--- config.mk ---
export PLATFORM = sky130hd
export DESIGN_NAME = tcp_header_parse_check
export DESIGN_NICKNAME = d
export VERILOG_FILES = /design/src/rtl/tcphp_pkg.sv /design/src/rtl/tcphp_parse.sv /design/src/rtl/tcp_header_parse_check.sv
export SDC_FILE = /design/constraint.sdc
export NUM_CORES = 1
export LEC_CHECK = 0
export BUFFER_PORTS_ARGS = -buffer_cell sky130_fd_sc_hd__buf_2
export CORE_ASPECT_RATIO = 1.4
export CORE_MARGIN = 2
export CORE_UTILIZATION = 50
export CTS_BUF_LIST = sky130_fd_sc_hd__clkbuf_8
export CTS_CLUSTER_DIAMETER = 80
export DETAILED_ROUTE_END_ITERATION = 10
export HOLD_SLACK_MARGIN = 0.05
export PLACE_DENSITY = 0.69
export SLEW_MARGIN = 25
export SYNTH_ARGS = -nofsm -noshare
export SYNTH_HDL_FRONTEND = slang
export SYNTH_SLANG_ARGS = --single-unit
--- constraint.sdc ---
create_clock -name clk_i -period 10.5 [get_ports clk_i]
set_clock_uncertainty 0.05 [all_clocks]
set_input_delay 0.525 -clock clk_i [delete_from_list [all_inputs] [get_ports clk_i]]
set_output_delay 0.525 -clock clk_i [all_outputs]
set_load 0.01 [all_outputs]
--- src/rtl/tcphp_pkg.sv ---
package tcphp_pkg;

  // Width of the saturating byte position counter.
  localparam int unsigned PosBits = 16;
  localparam logic [PosBits-1:0] PosMax = {PosBits{1'b1}};

  // Fixed part of the TCP header.
  localparam int unsigned FixedHeaderBytes = 20;
  localparam logic [3:0] MinOffsetWords = 4'(FixedHeaderBytes / 4);

  // Final status of a segment.
  typedef enum logic [1:0] {
    StOk      = 2'd0,
    StBadSum  = 2'd1,
    StTrunc   = 2'd2,
    StOffset  = 2'd3
  } status_e;

  // One input item.
  typedef struct packed {
    logic [7:0]  data_byte;
    logic        last_byte;
    logic [31:0] pseudo_sum;
  } item_t;

  // One result item.
  typedef struct packed {
    logic [7:0]  payload_byte;
    logic        payload_valid;
    logic        done_res;
    status_e     status;
    logic [15:0] source_port;
    logic [15:0] dest_port;
    logic [31:0] seq_number;
    logic [31:0] ack_number;
    logic [3:0]  flag_bits;
    logic [15:0] window;
  } res_t;

endpackage

--- src/rtl/tcphp_parse.sv ---
module tcphp_parse (
  input  logic           clk_i,
  input  logic           rst_ni,
  input  tcphp_pkg::item_t item_i,
  input  logic           adv_i,
  output tcphp_pkg::res_t  res_o,
  output logic           has_res_o
);
  import tcphp_pkg::*;

  // Segment state.
  logic [PosBits-1:0] pos_q, pos_d;
  logic               phase_q, phase_d;
  logic [31:0]        acc_q, acc_d;
  logic [7:0]         hold_q, hold_d;
  logic [15:0]        src_q, src_d;
  logic [15:0]        dst_q, dst_d;
  logic [31:0]        seq_q, seq_d;
  logic [31:0]        ack_q, ack_d;
  logic [3:0]         off_q, off_d;
  logic [3:0]         flags_q, flags_d;
  logic [15:0]        win_q, win_d;

  logic               first;
  logic               phase_cur;
  logic [31:0]        acc_base;
  logic [15:0]        addend;
  logic [32:0]        sum_raw;
  logic [16:0]        fold1;
  logic [15:0]        fold2;
  logic               payload;
  logic [PosBits:0]   seg_len;
  logic [PosBits:0]   need_len;
  status_e            status;
  logic [7:0]         b;

  assign b     = item_i.data_byte;
  assign first = (pos_q == '0);

  // Next segment state: a new segment restarts the sum and clears the fields.
  always_comb begin
    acc_base  = first ? item_i.pseudo_sum : acc_q;
    phase_cur = first ? 1'b0 : phase_q;
    src_d     = first ? 16'h0 : src_q;
    dst_d     = first ? 16'h0 : dst_q;
    seq_d     = first ? 32'h0 : seq_q;
    ack_d     = first ? 32'h0 : ack_q;
    off_d     = first ? 4'h0 : off_q;
    flags_d   = first ? 4'h0 : flags_q;
    win_d     = first ? 16'h0 : win_q;
    hold_d    = hold_q;
    payload   = 1'b0;

    // Pair bytes into big-endian words; an odd last byte gets a zero low byte.
    if (!phase_cur) begin
      hold_d  = b;
      phase_d = 1'b1;
      addend  = item_i.last_byte ? {b, 8'h00} : 16'h0000;
    end else begin
      phase_d = 1'b0;
      addend  = {hold_q, b};
    end
    sum_raw = {1'b0, acc_base} + {17'h0, addend};
    acc_d   = sum_raw[31:0] + {31'h0, sum_raw[32]};

    // Header field capture by byte position.
    if (pos_q < PosBits'(2)) begin
      src_d = {src_d[7:0], b};
    end else if (pos_q < PosBits'(4)) begin
      dst_d = {dst_d[7:0], b};
    end else if (pos_q < PosBits'(8)) begin
      seq_d = {seq_d[23:0], b};
    end else if (pos_q < PosBits'(12)) begin
      ack_d = {ack_d[23:0], b};
    end else if (pos_q == PosBits'(12)) begin
      off_d = b[7:4];
    end else if (pos_q == PosBits'(13)) begin
      flags_d = {b[4], b[2:0]};
    end else if (pos_q < PosBits'(16)) begin
      win_d = {win_d[7:0], b};
    end else if (off_d >= MinOffsetWords && pos_q >= PosBits'({off_d, 2'b00})) begin
      payload = 1'b1;
    end

    // Position counter saturates and restarts after the last byte.
    if (item_i.last_byte) begin
      pos_d = '0;
    end else if (pos_q != PosMax) begin
      pos_d = pos_q + PosBits'(1);
    end else begin
      pos_d = pos_q;
    end
  end

  // Final status: fold the sum to 16 bits, then check lengths and offset.
  always_comb begin
    fold1    = {1'b0, acc_d[31:16]} + {1'b0, acc_d[15:0]};
    fold2    = fold1[15:0] + {15'h0, fold1[16]};
    seg_len  = {1'b0, pos_q} + (PosBits + 1)'(1);
    need_len = (PosBits + 1)'({off_d, 2'b00});
    if (fold2 != 16'hFFFF) begin
      status = StBadSum;
    end else if (seg_len < (PosBits + 1)'(FixedHeaderBytes)) begin
      status = StTrunc;
    end else if (off_d < MinOffsetWords) begin
      status = StOffset;
    end else if (seg_len < need_len) begin
      status = StTrunc;
    end else begin
      status = StOk;
    end
  end

  // Result item; fields not carried read as zero.
  always_comb begin
    has_res_o           = payload || item_i.last_byte;
    res_o               = '0;
    res_o.payload_byte  = payload ? b : 8'h00;
    res_o.payload_valid = payload;
    if (item_i.last_byte) begin
      res_o.done_res    = 1'b1;
      res_o.status      = status;
      res_o.source_port = src_d;
      res_o.dest_port   = dst_d;
      res_o.seq_number  = seq_d;
      res_o.ack_number  = flags_d[3] ? ack_d : 32'h0;
      res_o.flag_bits   = flags_d;
      res_o.window      = win_d;
    end
  end

  // Control state resets; the rest is rewritten at the start of a segment.
  always_ff @(posedge clk_i or negedge rst_ni) begin
    if (!rst_ni) begin
      pos_q   <= '0;
      phase_q <= 1'b0;
    end else if (adv_i) begin
      pos_q   <= pos_d;
      phase_q <= phase_d;
    end
  end

  always_ff @(posedge clk_i) begin
    if (adv_i) begin
      acc_q   <= acc_d;
      hold_q  <= hold_d;
      src_q   <= src_d;
      dst_q   <= dst_d;
      seq_q   <= seq_d;
      ack_q   <= ack_d;
      off_q   <= off_d;
      flags_q <= flags_d;
      win_q   <= win_d;
    end
  end

endmodule

--- src/rtl/tcp_header_parse_check.sv ---
// Channel  Direction  Handshake               Payload
// in       sink       in_valid_i / in_stall_o  data_byte, last_byte, pseudo_sum
// out      source     out_valid_o / out_stall_i payload_byte .. window
//
// One byte is taken every cycle unless the input stalls; a result passes the input register, then the result register.
// The rate is set by the per-byte checksum add and field capture in tcphp_parse.
// Reset is asynchronous and active low; it empties both stages and starts a
// new segment. No clearing pass is needed after reset.
// A stall on the output holds the result register; the input stalls only when
// its register holds a byte with a result that cannot move on.
module tcp_header_parse_check (
  input  logic        clk_i,
  input  logic        rst_ni,
  input  logic        in_valid_i,
  output logic        in_stall_o,
  input  logic [7:0]  data_byte_i,
  input  logic        last_byte_i,
  input  logic [31:0] pseudo_sum_i,
  output logic        out_valid_o,
  input  logic        out_stall_i,
  output logic [7:0]  payload_byte_o,
  output logic        payload_valid_o,
  output logic        done_res_o,
  output logic [1:0]  status_o,
  output logic [15:0] source_port_o,
  output logic [15:0] dest_port_o,
  output logic [31:0] seq_number_o,
  output logic [31:0] ack_number_o,
  output logic [3:0]  flag_bits_o,
  output logic [15:0] window_o
);
  import tcphp_pkg::*;

  logic  in_valid_q;
  item_t in_item_q;
  logic  out_valid_q;
  res_t  out_res_q;
  res_t  res;
  logic  has_res;
  logic  adv;

  // The held item moves on unless its result meets a full, stalled output.
  assign adv        = in_valid_q && (!has_res || !out_valid_q || !out_stall_i);
  assign in_stall_o = in_valid_q && !adv;

  // Input register.
  always_ff @(posedge clk_i or negedge rst_ni) begin
    if (!rst_ni) begin
      in_valid_q <= 1'b0;
    end else if (!in_stall_o) begin
      in_valid_q <= in_valid_i;
    end
  end

  always_ff @(posedge clk_i) begin
    if (!in_stall_o && in_valid_i) begin
      in_item_q <= '{data_byte: data_byte_i, last_byte: last_byte_i,
                     pseudo_sum: pseudo_sum_i};
    end
  end

  tcphp_parse u_parse (
    .clk_i     (clk_i),
    .rst_ni    (rst_ni),
    .item_i    (in_item_q),
    .adv_i     (adv),
    .res_o     (res),
    .has_res_o (has_res)
  );

  // Result register.
  always_ff @(posedge clk_i or negedge rst_ni) begin
    if (!rst_ni) begin
      out_valid_q <= 1'b0;
    end else if (adv && has_res) begin
      out_valid_q <= 1'b1;
    end else if (!out_stall_i) begin
      out_valid_q <= 1'b0;
    end
  end

  always_ff @(posedge clk_i) begin
    if (adv && has_res) begin
      out_res_q <= res;
    end
  end

  assign out_valid_o     = out_valid_q;
  assign payload_byte_o  = out_res_q.payload_byte;
  assign payload_valid_o = out_res_q.payload_valid;
  assign done_res_o      = out_res_q.done_res;
  assign status_o        = out_res_q.status;
  assign source_port_o   = out_res_q.source_port;
  assign dest_port_o     = out_res_q.dest_port;
  assign seq_number_o    = out_res_q.seq_number;
  assign ack_number_o    = out_res_q.ack_number;
  assign flag_bits_o     = out_res_q.flag_bits;
  assign window_o        = out_res_q.window;

endmodule

==> results of run 1 <==
==> worst max-delay path, delay by kind of cell, from the launching register on <==
family	cells	cell delay (ns)
compound gates	14	2.80
xor+xnor	1	0.13
simple gates	16	4.10
flops	1	0.44
fa+ha+maj	7	2.04
==> logic make-up (layout without fill, tap and decap cells) <==
group / count (synthesis) / in the layout / synth area share (%)
DFF: 348 / 348 / 58.8
xor gates and xnor gates: 74 / 74 / 3.68
adders and majority gates: 48 / 48 / 3.50
AOI/OAI and AO/OA: 254 / 254 / 8.93
buffers and inverters: 102 / 356 / 2.30
muxes: 43 / 43 / 2.47
and+or+nand+nor: 719 / 719 / 20.3
==> metrics by stage <==
| stage | setup TNS [ns] | instances | hold WS, ns |
|---|---|---|---|
| global placement | 0 | 2159 | 0.454 |
| finish | 0 | 2298 | 0.0911 |
| floorplan | 0 | 1588 | 0.179 |
| global route | -0.0431 | 2298 | 0.0500 |
| CTS | 0 | 2296 | 0.0527 |
| detailed placement | 0 | 2159 | 0.463 |
==> state kept, by name (all words and copies together), names as in the netlist, 32 cells and up <==
name,cells
ack_number_o,32
in_item_q,41
seq_number_o,32
u_parse.acc_q,32
u_parse.ack_q,32
u_parse.seq_q,32
==> power by group through the flow <==
| stage | registers (uW) | logic [uW] | clock network, uW |
|---|---|---|---|
| floorplan | 2250 | 2760 | 0 |
| global placement | 2260 | 3670 | 0 |
| detailed placement | 2270 | 3740 | 0 |
| CTS | 2240 | 3770 | 1040 |
| global route | 2280 | 4220 | 1100 |
| finish | 2240 | 3830 | 1020 |
==> area by class of cell <==
type | count | area [sq um]
Fill cell | 2898 | 14500
Clock buffer | 56 | 771
Tap cell | 456 | 571
Inverter | 13 | 53.8
Clock inverter | 41 | 169
Sequential cell | 348 | 10400
Multi-Input combinational cell | 1138 | 6920
Timing Repair Buffer | 246 | 1530
==> repair_timing <==
action	in CTS	in global routing
hold buffers	40	1
gates resized for setup	0	3
setup buffers	0	0
endpoints found under the setup margin	0	2
hold endpoints to repair	58	1
==> synth_stat cells (18+ instances only) <==
cell type | number | area share [%]
edfxtp_1 | 329 | 56
nand2_1 | 313 | 6.7
and2_1 | 91 | 3.2
a21oi_1 | 87 | 2.5
nor2_1 | 76 | 1.6
clkbuf_1 | 74 | 1.6
o21ai_0 | 67 | 1.9
and3_1 | 60 | 2.1
nand3_1 | 58 | 1.6
xnor2_1 | 47 | 2.3
ha_1 | 46 | 3.3
mux2i_1 | 41 | 2.3
xor2_1 | 27 | 1.3
nor3_1 | 25 | 0.71
dfrtp_1 | 19 | 2.7
nand4_1 | 18 | 0.64
==> layer usage <==
layer | GRT usage [%] | wire length, um | share of wire [%] | up-vias
met2 | 43.0 | 23100 | 52 | 463
met5 | 0 | 0 | 0 | -
met1 | 28.1 | 17100 | 38 | 6334
met3 | 3.47 | 2210 | 5.0 | 118
li1 | - | - | - | 6187
met4 | 12.1 | 2120 | 4.7 | 0
==> worst paths after layout <==
kind / endpoint / slack, ns / cells past startpoint
setup / recovery: status_o[0] / 0.65 / 38
hold / removal: in_item_q[19] / 0.09 / 1
setup reg to reg: status_o[0] / 0.65 / 38
hold reg to reg: u_parse.pos_q[9] / 0.49 / 1
max in group asynchronous: u_parse.pos_q[0] / 9.70 / 2
min in group asynchronous: u_parse.pos_q[15] / 0.37 / 2
==> results_dict.tcl, run 1 <==
set metrics [dict create \
    ios 175 \
    stdcell_area_sq_um 20400 \
    crit_slowest_cell "or4_4" \
    port_buffers 174 \
    yosysWarnings 0 \
    clock_path_buffers 3 \
    cts_made_buffers 53 \
    placement.cell_area_sq_um 19000 \
    vdd.ir_drop.worst_v 0.000555 \
    synth_area_per_cell_sq_um 11.1 \
    routedWlPerCell_um 19.4 \
    synth.net_count 1681 \
    cts.clk_slew.worst_paths_ns 0.06 \
    slew_headroom_pct 33.4 \
    cts_htree_levels 2 \
    diodes 0 \
    hp-start "pseudo_sum_i[19]" \
    fp.dieW_um 163 \
    layout_common_cells "edfxtp_1, nand2_1, buf_2" \
    fmax_mhz 102 \
    routed_wirelength_mm 44.6 \
    areaGrowthSynthToFinish_pct 15.8 \
    syn_inst 1588 \
    synth_edf_count 329 \
    ant_nets 0 \
    worst_slack_ns 0.655 \
    cts_root_buffer "clkbuf_8" \
    grt_pass1_vias 13100 \
    dp_slack_ns 0.556 \
    finalCritPeriodShare_pct 93.8 \
    cts_tree "yes" \
    async_reset_ff_share_pct 5.46 \
    ys_types 78 \
    total_power_uw 7090 \
    grt_start_max_net_pins 116 \
    fp.dieArea_sq_um 36700 \
    crit_top_cell "ha_1" \
    netlist_area_sq_um 17600 \
    critPathArrivalTime_ns 10.15 \
    pwr-share-clk_pct 14.3 \
    fin_util_pct 58.4 \
    power.leakage_uw 0.00815 \
    drc_errors 0 \
    layout_commonest_cell "edfxtp_1" \
    hpwl_mm 29.6 \
    p_sw_share_pct 43.9 \
    ys_seq_area_share_pct 58.8 \
    endpoint_kind "register" \
    antenna_found_initial 0 \
    r2r_start "u_parse.pos_q[8]" \
    hold_violations 0 \
    slew_viol_final 0 \
    clk_latency_ns 0.60 \
    crit_start "u_parse.pos_q[8]" \
    required_ns 10.81 \
    synthFlopType "edfxtp_1" \
    grt_pass1_wl_mm 68.9 \
    p_comb_share_pct 54.0 \
    p_switching_uw 3120 \
    die_height_um 226 \
    powerDensity_nw_per_um2 348 \
    p_seq_share_pct 31.6 \
    routabilityCongestion 0.983 \
    start_util_pct 50.5 \
    worst_slew_pin_slew_ns 0.993 \
    ys_seq_elements 348 \
    clock_sinks 348 \
    drive_gt1_share_pct 16.3 \
    setup.worst_path.class "register to register" \
    maxCapViolations 0 \
    rows 81 \
    critPathMaxStageDelay_ns 0.56 \
    post-route-min-period_ns 9.85 \
    final_nets 1893 \
    overflow 0 \
    worstPathMaxFanout 34 \
    intPower_uw 3970 \
    firstDrtPassIters 5 \
    outcome "finished, final reports clean" \
    hp-class "input pin to register" \
    grt.total_usage_pct 24.1 \
    setup_viol 0 \
    start_kind "register" \
    drt_iter0_markers 1164 \
    fp.coreArea_sq_um 34900 \
    vias_per_cell 5.70 \
    vias 13100 \
]
Power figures use the tool's default switching activity.
==> run 2, diff against run 1 <==
--- a/config.mk
+++ b/config.mk
@@ -13,7 +13,7 @@
 export CTS_CLUSTER_DIAMETER = 80
 export DETAILED_ROUTE_END_ITERATION = 10
 export HOLD_SLACK_MARGIN = 0.05
-export PLACE_DENSITY = 0.69
+export PLACE_DENSITY_LB_ADDON = 0.12
 export SLEW_MARGIN = 25
 export SYNTH_ARGS = -nofsm -noshare
 export SYNTH_HDL_FRONTEND = slang
==> run 2 against run 1 <==
Sequential power barely moved. Routed wire length up 0.50%. Count of clock-buffer cells in the layout decreased by 3. Flip-flop and latch count did not move. Worst setup slack improved by 0.12 ns. Critical path depth did not move. Power grew 1.5%. Die area unchanged. Sequential share of layout area is 0.42 points lower. Hold slack improved by 0.062 ns. Largest power group unchanged.
==> results_dict.tcl, run 2 (same netlist as run 1, synthesis figures left out) <==
set metrics [dict create \
    fp.dieArea_sq_um 36700 \
    drive_gt1_share_pct 17.4 \
    diodes 0 \
    post-route-min-period_ns 9.72 \
    ant_nets 0 \
    powerDensity_nw_per_um2 350 \
    slew_viol_final 0 \
    m1WireLength_mm 17.9 \
    fin_util_pct 58.9 \
    finalCritPeriodShare_pct 92.6 \
    vias_per_cell 5.63 \
    grt_pass1_vias 12600 \
    fp.coreArea_sq_um 34900 \
    dp_slack_ns 0.569 \
    cts_htree_levels 2 \
    endpoint_kind "register" \
    largest_register_ffs 41 \
    hold_violations 0 \
    cts.clk_slew.worst_paths_ns 0.06 \
    crit_buf_inv 0 \
    worstPathMaxFanout 26 \
    routabilityCongestion 0.920 \
    die_height_um 226 \
    maxCapViolations 0 \
    rows 81 \
    port_buffers 174 \
    clk_latency_ns 0.60 \
    met2WireLength_mm 23.1 \
    top_layer "met4" \
    cp_top_family "simple AND/OR/NAND/NOR gates" \
    cts_root_buffer "clkbuf_8" \
    setup_tns_ns 0 \
    layout_commonest_cell "edfxtp_1" \
    worst_slew_pin_slew_ns 1.11 \
    drt_iter0_markers 935 \
    cts_tree "yes" \
    vias 13000 \
    drc_errors 0 \
    outcome "finished, final reports clean" \
    dr_wl_met3_mm 1.94 \
    power.leakage_uw 0.00822 \
    antenna_found_initial 0 \
    crit_top_cell "ha_1" \
    routed_wirelength_mm 44.8 \
    setup_viol 0 \
    setup.worst_path.class "register to register" \
    areaGrowthSynthToFinish_pct 16.8 \
    start_util_pct 50.5 \
    worst_slack_ns 0.775 \
    grt_start_max_net_pins 127 \
    hpwl_mm 30.4 \
    routedWlPerCell_um 19.4 \
    critPathMaxStageDelay_ns 0.58 \
    layout_common_cells "edfxtp_1, nand2_1, buf_2" \
    rsz0062_at_grt "no" \
    start_kind "register" \
    overflow 0 \
    cts_made_buffers 52 \
    ios 175 \
    grt.total_usage_pct 24.1 \
    fp.dieW_um 163 \
    required_ns 10.81 \
    slew_headroom_pct 25.9 \
    grt_pass1_wl_mm 68.8 \
    hp-class "input pin to register" \
    critPathArrivalTime_ns 10.03 \
    firstDrtPassIters 7 \
    clock_path_buffers 3 \
    clock_sinks 348 \
    final_nets 1905 \
    vdd.ir_drop.worst_v 0.000704 \
    regMostFlops "in_item_q" \
    crit_slowest_cell "or4_4" \
    fmax_mhz 103 \
]
==> run 2: cell types whose count changed in the layout (fill, tap and decap cells not counted), sizes merged <==
cell / previous run / this run
clkinv: 22 / 28
bufinv: 0 / 3
buf: 205 / 216
clkbuf: 56 / 53
inv: 32 / 23
clkinvlp: 0 / 2
dlygate4sd3: 41 / 43
==> run 2: worst paths after layout <==
path	startpoint	slack, ns	to	cells past startpoint
worst max-delay path	u_parse.pos_q[8]	0.78	status_o[0]	38
min in group asynchronous	rst_ni	0.38	u_parse.pos_q[13]	2
max in group asynchronous	rst_ni	9.67	u_parse.pos_q[1]	2
worst max register to register	u_parse.pos_q[8]	0.78	status_o[0]	38
worst min-delay path	out_stall_i	0.15	out_valid_o	3
worst min register to register	u_parse.pos_q[9]	0.49	u_parse.pos_q[9]	1
==> run 2: power by group <==
part	switching (uW)	internal, uW	leakage (uW)
logic	2410	1450	0.00417
clock network	535	550	0.000550
registers	175	2070	0.00350
==> run 2: layout make-up <==
cell class	count	area (sq um)
fill	2934	14300
sequential	348	10400
multi-input combinational	1138	6930
timing repair buffer	259	1630
clock buffer	53	729
tap	456	571
clock inverter	43	278
inverter	13	53.8
==> run 2: metal layers <==
| metal | GRT usage [%] | up-vias |
|---|---|---|
| li1 | - | 6221 |
| met4 | 10.6 | 0 |
| met3 | 3.29 | 106 |
| met2 | 42.6 | 408 |
| met1 | 29.3 | 6273 |
| met5 | 0 | - |
==> run 2: tightest hold or removal path, stage by stage <==
cell     delay (ns)
buf_2          0.08
nand2_1        0.07
o21ai_0        0.09
==> run 2: per-stage QoR <==
step | hold slack (ns) | cells | power, uW | area [sq um]
final | 0.153 | 2310 | 7190 | 20500
after global routing | 0.144 | 2310 | 7730 | 20500
after CTS | 0.101 | 2305 | 7200 | 20500
after detailed placement | 0.469 | 2166 | 6080 | 19000
after global placement | 0.452 | 2166 | 6010 | 19000
after floorplan | 0.179 | 1588 | 5010 | 17600
==> run 2: repair_timing <==
action,CTS,global route
setup endpoints to repair,0,2
endpoints found under the hold margin,61,0
resized for setup,0,3
hold buffers,43,0
buffers inserted,0,5
